===== src/rtl/mrt_pkg.sv =====
// Shared types, codes and attribute decode for the MPU region table.
// No dependencies; every other file of the block but mrt_ram imports this package.
package mrt_pkg;

  localparam int unsigned DefTableDepth = 32;
  localparam int unsigned DefFrameBits  = 36;
  localparam int unsigned MappedW       = 36;

  localparam logic OpInsert = 1'b0;
  localparam logic OpLookup = 1'b1;

  typedef enum logic [1:0] {
    ST_OK       = 2'd0,
    ST_FULL     = 2'd1,
    ST_UNMAPPED = 2'd2,
    ST_BADTYPE  = 2'd3
  } status_e;

  typedef enum logic [2:0] {
    MT_INVALID  = 3'd0,
    MT_RAM_RW   = 3'd1,
    MT_RAM_RO   = 3'd2,
    MT_DEV_RW   = 3'd3,
    MT_MMIO_DEV = 3'd4
  } mem_type_e;

  typedef enum logic [1:0] {
    AP_RW_ANY = 2'd0,
    AP_RO_ANY = 2'd1,
    AP_RW_HYP = 2'd2
  } access_perm_e;

  typedef struct packed {
    logic         xn;
    access_perm_e ap;
    logic         outer_sh;
    logic         device;
  } attr_t;

  typedef struct packed {
    status_e      status;
    logic [MappedW-1:0] mapped_frame;
    logic [2:0]   region_type;
    logic         region_enabled;
    logic         exec_never;
    logic [1:0]   access_perm;
    logic         outer_shareable;
    logic         device_memory;
  } rsp_t;

  // Commands from the controller to the datapath.
  typedef struct packed {
    logic latch;
    logic decide;
    logic scan;
    logic load_out;
  } cmd_t;

  // Status from the datapath to the controller.
  typedef struct packed {
    logic scan_needed;
    logic scan_done;
  } sts_t;

  function automatic attr_t type_attr(logic [2:0] kind);
    attr_t a;
    a = '{xn: 1'b1, ap: AP_RO_ANY, outer_sh: 1'b0, device: 1'b0};
    unique case (kind)
      MT_INVALID:  a = '{xn: 1'b1, ap: AP_RO_ANY, outer_sh: 1'b0, device: 1'b0};
      MT_RAM_RW:   a = '{xn: 1'b0, ap: AP_RW_ANY, outer_sh: 1'b0, device: 1'b0};
      MT_RAM_RO:   a = '{xn: 1'b0, ap: AP_RO_ANY, outer_sh: 1'b0, device: 1'b0};
      MT_DEV_RW:   a = '{xn: 1'b1, ap: AP_RW_HYP, outer_sh: 1'b1, device: 1'b1};
      MT_MMIO_DEV: a = '{xn: 1'b1, ap: AP_RW_ANY, outer_sh: 1'b1, device: 1'b1};
      default:     a = '{xn: 1'b1, ap: AP_RO_ANY, outer_sh: 1'b0, device: 1'b0};
    endcase
    return a;
  endfunction

endpackage


===== src/rtl/mrt_if.sv =====
// Valid/ready channel interfaces for MPU region table requests and responses.
// Depends on mrt_pkg for the response field widths.
interface mrt_req_if #(
  parameter int unsigned FRAME_BITS = 36
);
  logic                  valid;
  logic                  ready;
  logic                  operation;
  logic [FRAME_BITS-1:0] start_frame;
  logic [FRAME_BITS-1:0] frame_count;
  logic [2:0]            mem_type;

  modport source (output valid, operation, start_frame, frame_count, mem_type,
                  input ready);
  modport sink   (input valid, operation, start_frame, frame_count, mem_type,
                  output ready);
endinterface

interface mrt_rsp_if;
  import mrt_pkg::*;
  logic               valid;
  logic               ready;
  logic [1:0]         status;
  logic [MappedW-1:0] mapped_frame;
  logic [2:0]         region_type;
  logic               region_enabled;
  logic               exec_never;
  logic [1:0]         access_perm;
  logic               outer_shareable;
  logic               device_memory;

  modport source (output valid, status, mapped_frame, region_type, region_enabled,
                  exec_never, access_perm, outer_shareable, device_memory,
                  input ready);
  modport sink   (input valid, status, mapped_frame, region_type, region_enabled,
                  exec_never, access_perm, outer_shareable, device_memory,
                  output ready);
endinterface


===== src/rtl/mrt_ram.sv =====
// Generic single-port-write, single-port-read RAM with registered read data.
// No dependencies.
module mrt_ram #(
  parameter int unsigned Width = 8,
  parameter int unsigned Depth = 32,
  localparam int unsigned AddrW = (Depth > 1) ? $clog2(Depth) : 1
) (
  input  logic             clk_i,
  input  logic             we_i,
  input  logic [AddrW-1:0] waddr_i,
  input  logic [Width-1:0] wdata_i,
  input  logic             re_i,
  input  logic [AddrW-1:0] raddr_i,
  output logic [Width-1:0] rdata_o
);

  logic [Width-1:0] mem_q [Depth];
  logic [Width-1:0] rdata_q;

  always_ff @(posedge clk_i) begin
    if (we_i) begin
      mem_q[waddr_i] <= wdata_i;
    end
    if (re_i) begin
      rdata_q <= mem_q[raddr_i];
    end
  end

  assign rdata_o = rdata_q;

endmodule


===== src/rtl/mrt_ctrl.sv =====
// Sequencing state machine of the MPU region table.
// Depends on mrt_pkg for the command and status structs.
module mrt_ctrl import mrt_pkg::*; (
  input  logic clk_i,
  input  logic rst_ni,
  input  logic req_valid_i,
  output logic req_ready_o,
  output logic rsp_valid_o,
  input  logic rsp_ready_i,
  input  sts_t sts_i,
  output cmd_t cmd_o
);

  typedef enum logic [1:0] {
    S_IDLE,
    S_DECIDE,
    S_SCAN,
    S_FINISH
  } state_e;

  state_e state_q;
  logic   out_vld_q;
  logic   slot_free;

  assign slot_free   = !out_vld_q || rsp_ready_i;
  assign req_ready_o = (state_q == S_IDLE);
  assign rsp_valid_o = out_vld_q;

  always_comb begin
    cmd_o = '0;
    unique case (state_q)
      S_IDLE:   cmd_o.latch    = req_valid_i;
      S_DECIDE: cmd_o.decide   = 1'b1;
      S_SCAN:   cmd_o.scan     = 1'b1;
      S_FINISH: cmd_o.load_out = slot_free;
      default:  cmd_o = '0;
    endcase
  end

  always_ff @(posedge clk_i or negedge rst_ni) begin
    if (!rst_ni) begin
      state_q   <= S_IDLE;
      out_vld_q <= 1'b0;
    end else begin
      // In the finish state a taken response is replaced by the new one below.
      if (out_vld_q && rsp_ready_i && state_q != S_FINISH) begin
        out_vld_q <= 1'b0;
      end
      unique case (state_q)
        S_IDLE: begin
          if (req_valid_i) begin
            state_q <= S_DECIDE;
          end
        end
        S_DECIDE: begin
          state_q <= sts_i.scan_needed ? S_SCAN : S_FINISH;
        end
        S_SCAN: begin
          if (sts_i.scan_done) begin
            state_q <= S_FINISH;
          end
        end
        S_FINISH: begin
          if (slot_free) begin
            out_vld_q <= 1'b1;
            state_q   <= S_IDLE;
          end
        end
        default: state_q <= S_IDLE;
      endcase
    end
  end

endmodule


===== src/rtl/mrt_dp.sv =====
// Datapath of the MPU region table: request registers, region RAM, bounds,
// scan counter and response register. Depends on mrt_pkg and mrt_ram.
module mrt_dp import mrt_pkg::*; #(
  parameter int unsigned TableDepth = DefTableDepth,
  parameter int unsigned FrameBits  = DefFrameBits
) (
  input  logic                 clk_i,
  input  logic                 rst_ni,
  input  logic                 operation_i,
  input  logic [FrameBits-1:0] start_frame_i,
  input  logic [FrameBits-1:0] frame_count_i,
  input  logic [2:0]           mem_type_i,
  input  cmd_t                 cmd_i,
  output sts_t                 sts_o,
  output rsp_t                 rsp_o
);

  localparam int unsigned AddrW  = (TableDepth > 1) ? $clog2(TableDepth) : 1;
  localparam int unsigned CntW   = $clog2(TableDepth + 1);
  localparam int unsigned EndW   = FrameBits + 1;
  localparam int unsigned EntryW = FrameBits + EndW + 3;

  // Request registers.
  logic                 op_q;
  logic [FrameBits-1:0] s_q;
  logic [EndW-1:0]      e_q;
  logic [2:0]           kind_q;

  // Table state.
  logic [CntW-1:0]      count_q;
  logic [EndW-1:0]      hi_end_q;
  logic [FrameBits-1:0] lo_start_q;
  logic [CntW-1:0]      idx_q;
  logic                 cmp_vld_q;

  // Pending result.
  status_e              res_st_q;
  logic [2:0]           res_kind_q;
  rsp_t                 rsp_q;
  rsp_t                 rsp_d;

  logic                 bad_type, full, oob, hit, can_issue, do_write;
  logic [EntryW-1:0]    wdata, rdata;
  logic [FrameBits-1:0] rd_first;
  logic [EndW-1:0]      rd_end;
  logic [2:0]           rd_kind;
  attr_t                attr;

  assign bad_type  = (kind_q > MT_MMIO_DEV);
  assign full      = (count_q >= CntW'(TableDepth));
  assign oob       = (e_q > hi_end_q) || (s_q < lo_start_q);
  assign do_write  = cmd_i.decide && (op_q == OpInsert) && !bad_type && !full;
  assign wdata     = {s_q, e_q, kind_q};
  assign {rd_first, rd_end, rd_kind} = rdata;
  assign hit       = cmp_vld_q && (s_q >= rd_first) && (e_q <= rd_end);
  assign can_issue = (idx_q < count_q);

  assign sts_o.scan_needed = (op_q == OpLookup) && !oob;
  assign sts_o.scan_done   = hit || (!cmp_vld_q && !can_issue);

  mrt_ram #(
    .Width (EntryW),
    .Depth (TableDepth)
  ) u_ram (
    .clk_i   (clk_i),
    .we_i    (do_write),
    .waddr_i (count_q[AddrW-1:0]),
    .wdata_i (wdata),
    .re_i    (cmd_i.scan && !hit && can_issue),
    .raddr_i (idx_q[AddrW-1:0]),
    .rdata_o (rdata)
  );

  always_ff @(posedge clk_i) begin
    if (cmd_i.latch) begin
      op_q   <= operation_i;
      s_q    <= start_frame_i;
      e_q    <= {1'b0, start_frame_i} + {1'b0, frame_count_i};
      kind_q <= mem_type_i;
    end
  end

  always_ff @(posedge clk_i or negedge rst_ni) begin
    if (!rst_ni) begin
      count_q    <= '0;
      hi_end_q   <= '0;
      lo_start_q <= '1;
      idx_q      <= '0;
      cmp_vld_q  <= 1'b0;
    end else begin
      if (do_write) begin
        count_q <= count_q + CntW'(1);
        if (e_q > hi_end_q) begin
          hi_end_q <= e_q;
        end
        if (s_q < lo_start_q) begin
          lo_start_q <= s_q;
        end
      end
      if (cmd_i.decide) begin
        idx_q     <= '0;
        cmp_vld_q <= 1'b0;
      end else if (cmd_i.scan) begin
        if (hit) begin
          cmp_vld_q <= 1'b0;
        end else if (can_issue) begin
          idx_q     <= idx_q + CntW'(1);
          cmp_vld_q <= 1'b1;
        end else begin
          cmp_vld_q <= 1'b0;
        end
      end
    end
  end

  always_ff @(posedge clk_i) begin
    if (cmd_i.decide) begin
      res_kind_q <= kind_q;
      if (op_q == OpInsert) begin
        priority if (bad_type) begin
          res_st_q <= ST_BADTYPE;
        end else if (full) begin
          res_st_q <= ST_FULL;
        end else begin
          res_st_q <= ST_OK;
        end
      end else begin
        res_st_q <= ST_UNMAPPED;
      end
    end else if (cmd_i.scan && hit) begin
      res_st_q   <= ST_OK;
      res_kind_q <= rd_kind;
    end
  end

  assign attr = type_attr(res_kind_q);

  always_comb begin
    rsp_d        = '0;
    rsp_d.status = res_st_q;
    if (res_st_q == ST_OK) begin
      if (op_q == OpLookup) begin
        rsp_d.mapped_frame = MappedW'({{MappedW{1'b0}}, s_q});
        if (res_kind_q != MT_INVALID) begin
          rsp_d.region_type    = res_kind_q;
          rsp_d.region_enabled = 1'b1;
        end
      end else begin
        rsp_d.exec_never      = attr.xn;
        rsp_d.access_perm     = attr.ap;
        rsp_d.outer_shareable = attr.outer_sh;
        rsp_d.device_memory   = attr.device;
      end
    end
  end

  always_ff @(posedge clk_i) begin
    if (cmd_i.load_out) begin
      rsp_q <= rsp_d;
    end
  end

  assign rsp_o = rsp_q;

endmodule


===== src/rtl/mpu_region_table_core.sv =====
// Top level of the MPU region table: protection regions with 1:1 frame map.
// Depends on mrt_pkg, mrt_if, mrt_ctrl, mrt_dp and mrt_ram.
//
// Usage. Requests arrive on req_i (valid/ready); each one gives exactly one
// response on rsp_o (valid/ready). An insert request (operation 0) appends
// the region [start_frame, start_frame + frame_count) with its memory type
// and answers with the type's attributes, or with table full or unsupported
// type. A lookup request (operation 1) first checks the range against the
// lowest mapped start and highest mapped end, then walks the regions in
// insertion order and returns the first one that holds the whole range.
//
// Sequence. An insert, like a lookup rejected by the bounds check, passes from
// acceptance through the decide and finish states to a valid response. A
// lookup that scans also passes through the scan state, which ends when a
// region read holds the range or when all filled regions have been read. The
// walk reads one RAM entry per cycle through the registered read port. The
// next request is taken once the response is written and the block is idle.
//
// Reset clears the fill count and the bounds at once; the region RAM itself
// is not cleared, since only filled entries are ever read. When the receiver
// stalls, the response waits in its output register; one more request can
// be accepted and worked on, and it holds before publishing until the
// register is free.
module mpu_region_table_core import mrt_pkg::*; #(
  parameter int unsigned TableDepth = DefTableDepth,
  parameter int unsigned FrameBits  = DefFrameBits
) (
  input  logic clk_i,
  input  logic rst_ni,
  mrt_req_if.sink   req_i,
  mrt_rsp_if.source rsp_o
);

  cmd_t cmd;
  sts_t sts;
  rsp_t rsp;

  // Controller: sequences accept, decide, scan and publish.
  mrt_ctrl u_ctrl (
    .clk_i       (clk_i),
    .rst_ni      (rst_ni),
    .req_valid_i (req_i.valid),
    .req_ready_o (req_i.ready),
    .rsp_valid_o (rsp_o.valid),
    .rsp_ready_i (rsp_o.ready),
    .sts_i       (sts),
    .cmd_o       (cmd)
  );

  // Datapath: holds the table, the bounds and the response register.
  mrt_dp #(
    .TableDepth (TableDepth),
    .FrameBits  (FrameBits)
  ) u_dp (
    .clk_i         (clk_i),
    .rst_ni        (rst_ni),
    .operation_i   (req_i.operation),
    .start_frame_i (req_i.start_frame),
    .frame_count_i (req_i.frame_count),
    .mem_type_i    (req_i.mem_type),
    .cmd_i         (cmd),
    .sts_o         (sts),
    .rsp_o         (rsp)
  );

  assign rsp_o.status          = rsp.status;
  assign rsp_o.mapped_frame    = rsp.mapped_frame;
  assign rsp_o.region_type     = rsp.region_type;
  assign rsp_o.region_enabled  = rsp.region_enabled;
  assign rsp_o.exec_never      = rsp.exec_never;
  assign rsp_o.access_perm     = rsp.access_perm;
  assign rsp_o.outer_shareable = rsp.outer_shareable;
  assign rsp_o.device_memory   = rsp.device_memory;

endmodule


===== src/flat_wrapper.sv =====
// flat-port wrapper written by rule: the top's interface ports become plain ports
module mpu_region_table_core_flat import mrt_pkg::*;
#(
  parameter int unsigned TableDepth = DefTableDepth,
  parameter int unsigned FrameBits  = DefFrameBits
)
  (clk_i, rst_ni, req_i_valid, req_i_operation, req_i_start_frame, req_i_frame_count, req_i_mem_type, req_i_ready, rsp_o_valid, rsp_o_status, rsp_o_mapped_frame, rsp_o_region_type, rsp_o_region_enabled, rsp_o_exec_never, rsp_o_access_perm, rsp_o_outer_shareable, rsp_o_device_memory, rsp_o_ready);
  mrt_req_if #(.FRAME_BITS((DefFrameBits))) req_i_i ();
  mrt_rsp_if rsp_o_i ();
  input  logic clk_i;
  input  logic rst_ni;
  input wire logic [$bits(req_i_i.valid)-1:0] req_i_valid;
  input wire logic [$bits(req_i_i.operation)-1:0] req_i_operation;
  input wire logic [$bits(req_i_i.start_frame)-1:0] req_i_start_frame;
  input wire logic [$bits(req_i_i.frame_count)-1:0] req_i_frame_count;
  input wire logic [$bits(req_i_i.mem_type)-1:0] req_i_mem_type;
  output wire logic [$bits(req_i_i.ready)-1:0] req_i_ready;
  output wire logic [$bits(rsp_o_i.valid)-1:0] rsp_o_valid;
  output wire logic [$bits(rsp_o_i.status)-1:0] rsp_o_status;
  output wire logic [$bits(rsp_o_i.mapped_frame)-1:0] rsp_o_mapped_frame;
  output wire logic [$bits(rsp_o_i.region_type)-1:0] rsp_o_region_type;
  output wire logic [$bits(rsp_o_i.region_enabled)-1:0] rsp_o_region_enabled;
  output wire logic [$bits(rsp_o_i.exec_never)-1:0] rsp_o_exec_never;
  output wire logic [$bits(rsp_o_i.access_perm)-1:0] rsp_o_access_perm;
  output wire logic [$bits(rsp_o_i.outer_shareable)-1:0] rsp_o_outer_shareable;
  output wire logic [$bits(rsp_o_i.device_memory)-1:0] rsp_o_device_memory;
  input wire logic [$bits(rsp_o_i.ready)-1:0] rsp_o_ready;
  assign req_i_i.valid = req_i_valid;
  assign req_i_i.operation = req_i_operation;
  assign req_i_i.start_frame = req_i_start_frame;
  assign req_i_i.frame_count = req_i_frame_count;
  assign req_i_i.mem_type = req_i_mem_type;
  assign req_i_ready = req_i_i.ready;
  assign rsp_o_valid = rsp_o_i.valid;
  assign rsp_o_status = rsp_o_i.status;
  assign rsp_o_mapped_frame = rsp_o_i.mapped_frame;
  assign rsp_o_region_type = rsp_o_i.region_type;
  assign rsp_o_region_enabled = rsp_o_i.region_enabled;
  assign rsp_o_exec_never = rsp_o_i.exec_never;
  assign rsp_o_access_perm = rsp_o_i.access_perm;
  assign rsp_o_outer_shareable = rsp_o_i.outer_shareable;
  assign rsp_o_device_memory = rsp_o_i.device_memory;
  assign rsp_o_i.ready = rsp_o_ready;
  mpu_region_table_core #(.TableDepth(TableDepth), .FrameBits(FrameBits)) u_core (.clk_i(clk_i), .rst_ni(rst_ni), .req_i(req_i_i), .rsp_o(rsp_o_i));
endmodule

===== config.mk =====
export PLATFORM = sky130hd
export DESIGN_NAME = mpu_region_table_core_flat
export DESIGN_NICKNAME = d
export VERILOG_FILES = /design/src/rtl/mrt_pkg.sv /design/src/rtl/mrt_if.sv /design/src/rtl/mrt_ram.sv /design/src/rtl/mrt_ctrl.sv /design/src/rtl/mrt_dp.sv /design/src/rtl/mpu_region_table_core.sv /design/src/flat_wrapper.sv
export SDC_FILE = /design/constraint.sdc
export NUM_CORES = 2
export LEC_CHECK = 0
export BUFFER_PORTS_ARGS = -buffer_cell sky130_fd_sc_hd__buf_2
export CAP_MARGIN = 20
export CELL_PAD_IN_SITES_DETAIL_PLACEMENT = 1
export CELL_PAD_IN_SITES_GLOBAL_PLACEMENT = 1
export CORE_MARGIN = 2
export CORE_UTILIZATION = 53
export DETAILED_ROUTE_END_ITERATION = 12
export PLACE_DENSITY = 0.73
export REMOVE_ABC_BUFFERS = 1
export SYNTH_ARGS = -nofsm -noshare
export SYNTH_HDL_FRONTEND = slang
export SYNTH_SLANG_ARGS = --single-unit
export TNS_END_PERCENT = 100

===== constraint.sdc =====
create_clock -name clk_i -period 9.3 [get_ports clk_i]
set_input_delay 1.86 -clock clk_i [delete_from_list [all_inputs] [get_ports clk_i]]
set_output_delay 1.86 -clock clk_i [all_outputs]
set_load 0.005 [all_outputs]

==> impl_metrics.ini <==
[run_status]
outcome = complete, no violations

[setup_path]
worst_setup_path_startpoint = u_core.u_dp.e_q[14]$_DFFE_PP_
ordered_list_of_cells_on_the_worst_path = ha_1 -> nand3_1 -> or4_4 -> a211o_2 -> a31oi_1 -> o22ai_2 -> a21oi_2 -> and2_4 -> buf_4
worstSetupPathType = flop to flop
critPathSlowestCell = sky130_fd_sc_hd__edfxtp_1
crit_fanout = 47
slowest_delay_ps = 1060
worst-endpoint-arrival_ps = 5850
end_kind = flop
crit_path_start_kind = flop
timing.reg2reg.setup_slack_ps = 3980
worst-endpoint-required_ps = 9840
critical_path.reg2reg.startpoint = u_core.u_dp.e_q[14]$_DFFE_PP_

[timing]
slew_headroom_pct = 21.7
finalClockSkew_ps = 43.9
tightestPinTransition_ps = 1170
timing_max_transition_violations_final = 0
rsz0062_at_grt = false
post-route-worst-setup-slack_ps = 3980
max_clock_freq_mhz = 188
hold_viol = 0
report.final.setup_viol = 0
period_needed_ps = 5320
period_share_pct = 57.2

[pwr]
vdd.ir_drop.worst_v = 0.000267
cellLeakagePower_nw = 39.5
report.power.total_mw = 34.4
power.density_mw_per_mm2 = 282

[synth]
netlist_cell_types = 78
syn-cell-area_mm2 = 0.108
number_of_synthesized_flops_with_an_enable_pin = 2636
yosysWarnings = 0
postSynth.asyncResetShare_pct = 3.27
synth_top_area_share_pct = 73.4
postSynth.topFlopCell = sky130_fd_sc_hd__edfxtp_1
yosys-top-cells-count = sky130_fd_sc_hd__edfxtp_1, sky130_fd_sc_hd__mux4_2, sky130_fd_sc_hd__ha_1
yosys.area.top_type = sky130_fd_sc_hd__edfxtp_1
share_of_the_yosys_chip_area_belonging_to_registers_pct = 75.5
synth.most_common_cell = sky130_fd_sc_hd__edfxtp_1
synthTopCellsByArea = sky130_fd_sc_hd__edfxtp_1, sky130_fd_sc_hd__mux4_2, sky130_fd_sc_hd__ha_1, sky130_fd_sc_hd__mux2_2, sky130_fd_sc_hd__dfrtp_1
avgSynthCellArea_um2 = 22.5
netlist_instances = 4792
postSynthRegisterBits = 2725

[min_path]
hold_class = flop to flop
timing.hold.worst.start = u_core.u_dp.hi_end_q[5]$_DFFE_PN0P_

[place]
dp_slack_ps = 3880
placed_cells = 7539
gp_congestion = 0.815
io_buffers = 128
hpwlAfterDp_um = 150000

[route]
routedWlPerCell_um = 36.0
vias_per_cell = 6.55
routed-via-count = 52700
drt-total-wl_um = 290000
drt.antenna.violating_nets = 0
firstDrtPassIters = 6
first_iter_violations = 6361
drc = 0

[clock_tree]
cts_hold_buffers = 0
worst_skew_late_latency_ps = 940
clock_pin_slew_on_the_worst_setup_and_hold_paths_ps = 60
cts_sinks = 2725
cts-root-to-sink-buffers = 4
cts_tree = yes
cts.repair_timing.setup_buffer_count = 0
cts_buffers = 292
ctsResizeCount = 0
cts_max_level = 5
root_buffer = sky130_fd_sc_hd__clkbuf_16

[layout]
seqCellArea_mm2 = 0.0814
multiInputGateArea_mm2 = 0.0252
share_of_post_route_cells_with_drive_strength_above_1_pct = 31.5
area.growth.synth_to_final_pct = 13.0
fill_cells = 16500
layoutNonFillerInstCount = 8049
number_of_nets_in_the_final_layout = 5445

[floorplanning]
io-pin-count = 129
rows = 165
dieWidth_um = 455
floorplan.core_area_mm2 = 0.202
dieArea_mm2 = 0.207
start_util_pct = 53.3
die_y_um = 455

[global_route]
overflow = 0
largest_net_degree_at_the_start_of_global_routing = 160
grt_pass1_wl_um = 412000
track_usage_pct = 28.4
grt_pass1_vias = 55500
antenna_found_initial = 3

[flow_run]
drv.max_cap_violation_count = 0
## worst max-delay path, delay by kind of cell, from the launching register on
family,cells,cell delay [ps]
AND/OR/NAND/NOR,3,1450
AO/OA/AOI/OAI,4,1200
flip-flops,1,1060
buffers and inverters,1,840
adder cells (fa/ha/maj),1,300
## stage by stage
stage / util (%) / hold slack (ps) / setup TNS, ps / instance area (µm²)
floorplan: - / 442 / -2470710 / 107000
global placement: 55.7 / 488 / 0 / 113000
detailed placement: 55.7 / 494 / 0 / 113000
CTS: 60.2 / 507 / 0 / 122000
global route: 60.3 / 524 / 0 / 122000
finish: 60.3 / 506 / 0 / 122000
## logic make-up after synthesis
logic type	Yosys count	share of synthesized area (%)
multiplexers	912	17.5
AND/OR/NAND/NOR	300	1.44
XOR/XNOR	31	0.252
flip-flops	2725	75.5
buffers and inverters	375	1.42
AO/OA/AOI/OAI	253	1.59
adder cells (fa/ha/maj)	196	2.28
## cells in the final DEF (no fill, tap or decap), types with 36 or more instances in the layout
| cell | netlist | layout |
|---|---|---|
| sky130_fd_sc_hd__a21o_1 | 64 | 64 |
| sky130_fd_sc_hd__a21oi_1 | 68 | 68 |
| sky130_fd_sc_hd__and2_1 | 44 | 41 |
| sky130_fd_sc_hd__buf_2 | 48 | 127 |
| sky130_fd_sc_hd__buf_4 | 2 | 128 |
| sky130_fd_sc_hd__clkbuf_1 | 113 | 65 |
| sky130_fd_sc_hd__clkbuf_16 | 0 | 301 |
| sky130_fd_sc_hd__clkinv_1 | 0 | 47 |
| sky130_fd_sc_hd__clkinv_2 | 0 | 45 |
| sky130_fd_sc_hd__dfrtp_1 | 53 | 48 |
| sky130_fd_sc_hd__dfstp_2 | 36 | 36 |
| sky130_fd_sc_hd__edfxtp_1 | 2636 | 2636 |
| sky130_fd_sc_hd__ha_1 | 195 | 195 |
| sky130_fd_sc_hd__inv_1 | 169 | 169 |
| sky130_fd_sc_hd__mux2_2 | 121 | 121 |
| sky130_fd_sc_hd__mux4_2 | 760 | 760 |
| sky130_fd_sc_hd__nand2_1 | 46 | 46 |
| sky130_fd_sc_hd__nor2_1 | 86 | 54 |
| sky130_fd_sc_hd__o21ai_0 | 39 | 39 |
## area by class of cell
class	instances	area share (%)
clock buffer	375	6.48
clock inverter	126	0.878
timing repair buffer	289	1.92
sequential	2725	66.8
multi-input combinational	1692	20.7
tap	2672	2.74
antenna	1	0.00205
inverter	169	0.520
## layer usage
layer  global-route usage [%]  up-vias  wire, µm
li1                         -    20900         -
met1                     39.5    28700    113000
met2                     46.1     2562    144000
met3                     3.95      574     20800
met4                     11.1        0     11900
met5                        0        -         0
## report_power, final
| part | internal, mW | leakage (nW) | switching (mW) | total [mW] |
|---|---|---|---|---|
| combinational | 3.99 | 10.3 | 4.21 | 8.20 |
| sequential | 14.6 | 24.8 | 0.464 | 15.1 |
| clock | 6.48 | 4.39 | 4.63 | 11.1 |
| total | 25.1 | 39.5 | 9.31 | 34.4 |
## worst paths after layout
check / endpoint / cells after the start
max reg2reg: u_core.u_dp.u_ram.rdata_o[52]$_DFFE_PP_ / 9
min reg2reg: u_core.u_dp.hi_end_q[5]$_DFFE_PN0P_ / 1
min: u_core.u_dp.hi_end_q[5]$_DFFE_PN0P_ / 1
min in group asynchronous: u_core.u_dp.hi_end_q[7]$_DFFE_PN0P_ / 1
max in group asynchronous: u_core.u_dp.idx_q[1]$_DFFE_PN0P_ / 2
max: u_core.u_dp.u_ram.rdata_o[52]$_DFFE_PP_ / 9
## sequential cells by signal, summed over array words and instances, names as in the netlist
register / flops
u_core.u_dp.kind_q: 3
u_core.u_ctrl.state_q: 2
u_core.u_dp.idx_q: 6
u_core.u_dp.u_ram.mem_q: 2432
u_core.u_dp.s_q: 36
u_core.u_dp.u_ram.rdata_o: 76
u_core.u_dp.rsp_o: 46
u_core.u_dp.res_st_q: 2
u_core.u_dp.e_q: 37
u_core.u_dp.count_q: 6
u_core.u_ctrl.rsp_valid_o: 1
u_core.u_dp.lo_start_q: 36
u_core.u_dp.hi_end_q: 37
u_core.u_dp.cmp_vld_q: 1
u_core.u_dp.op_q: 1
u_core.u_dp.res_kind_q: 3
Note: power is estimated with default switching activity, not from simulation.
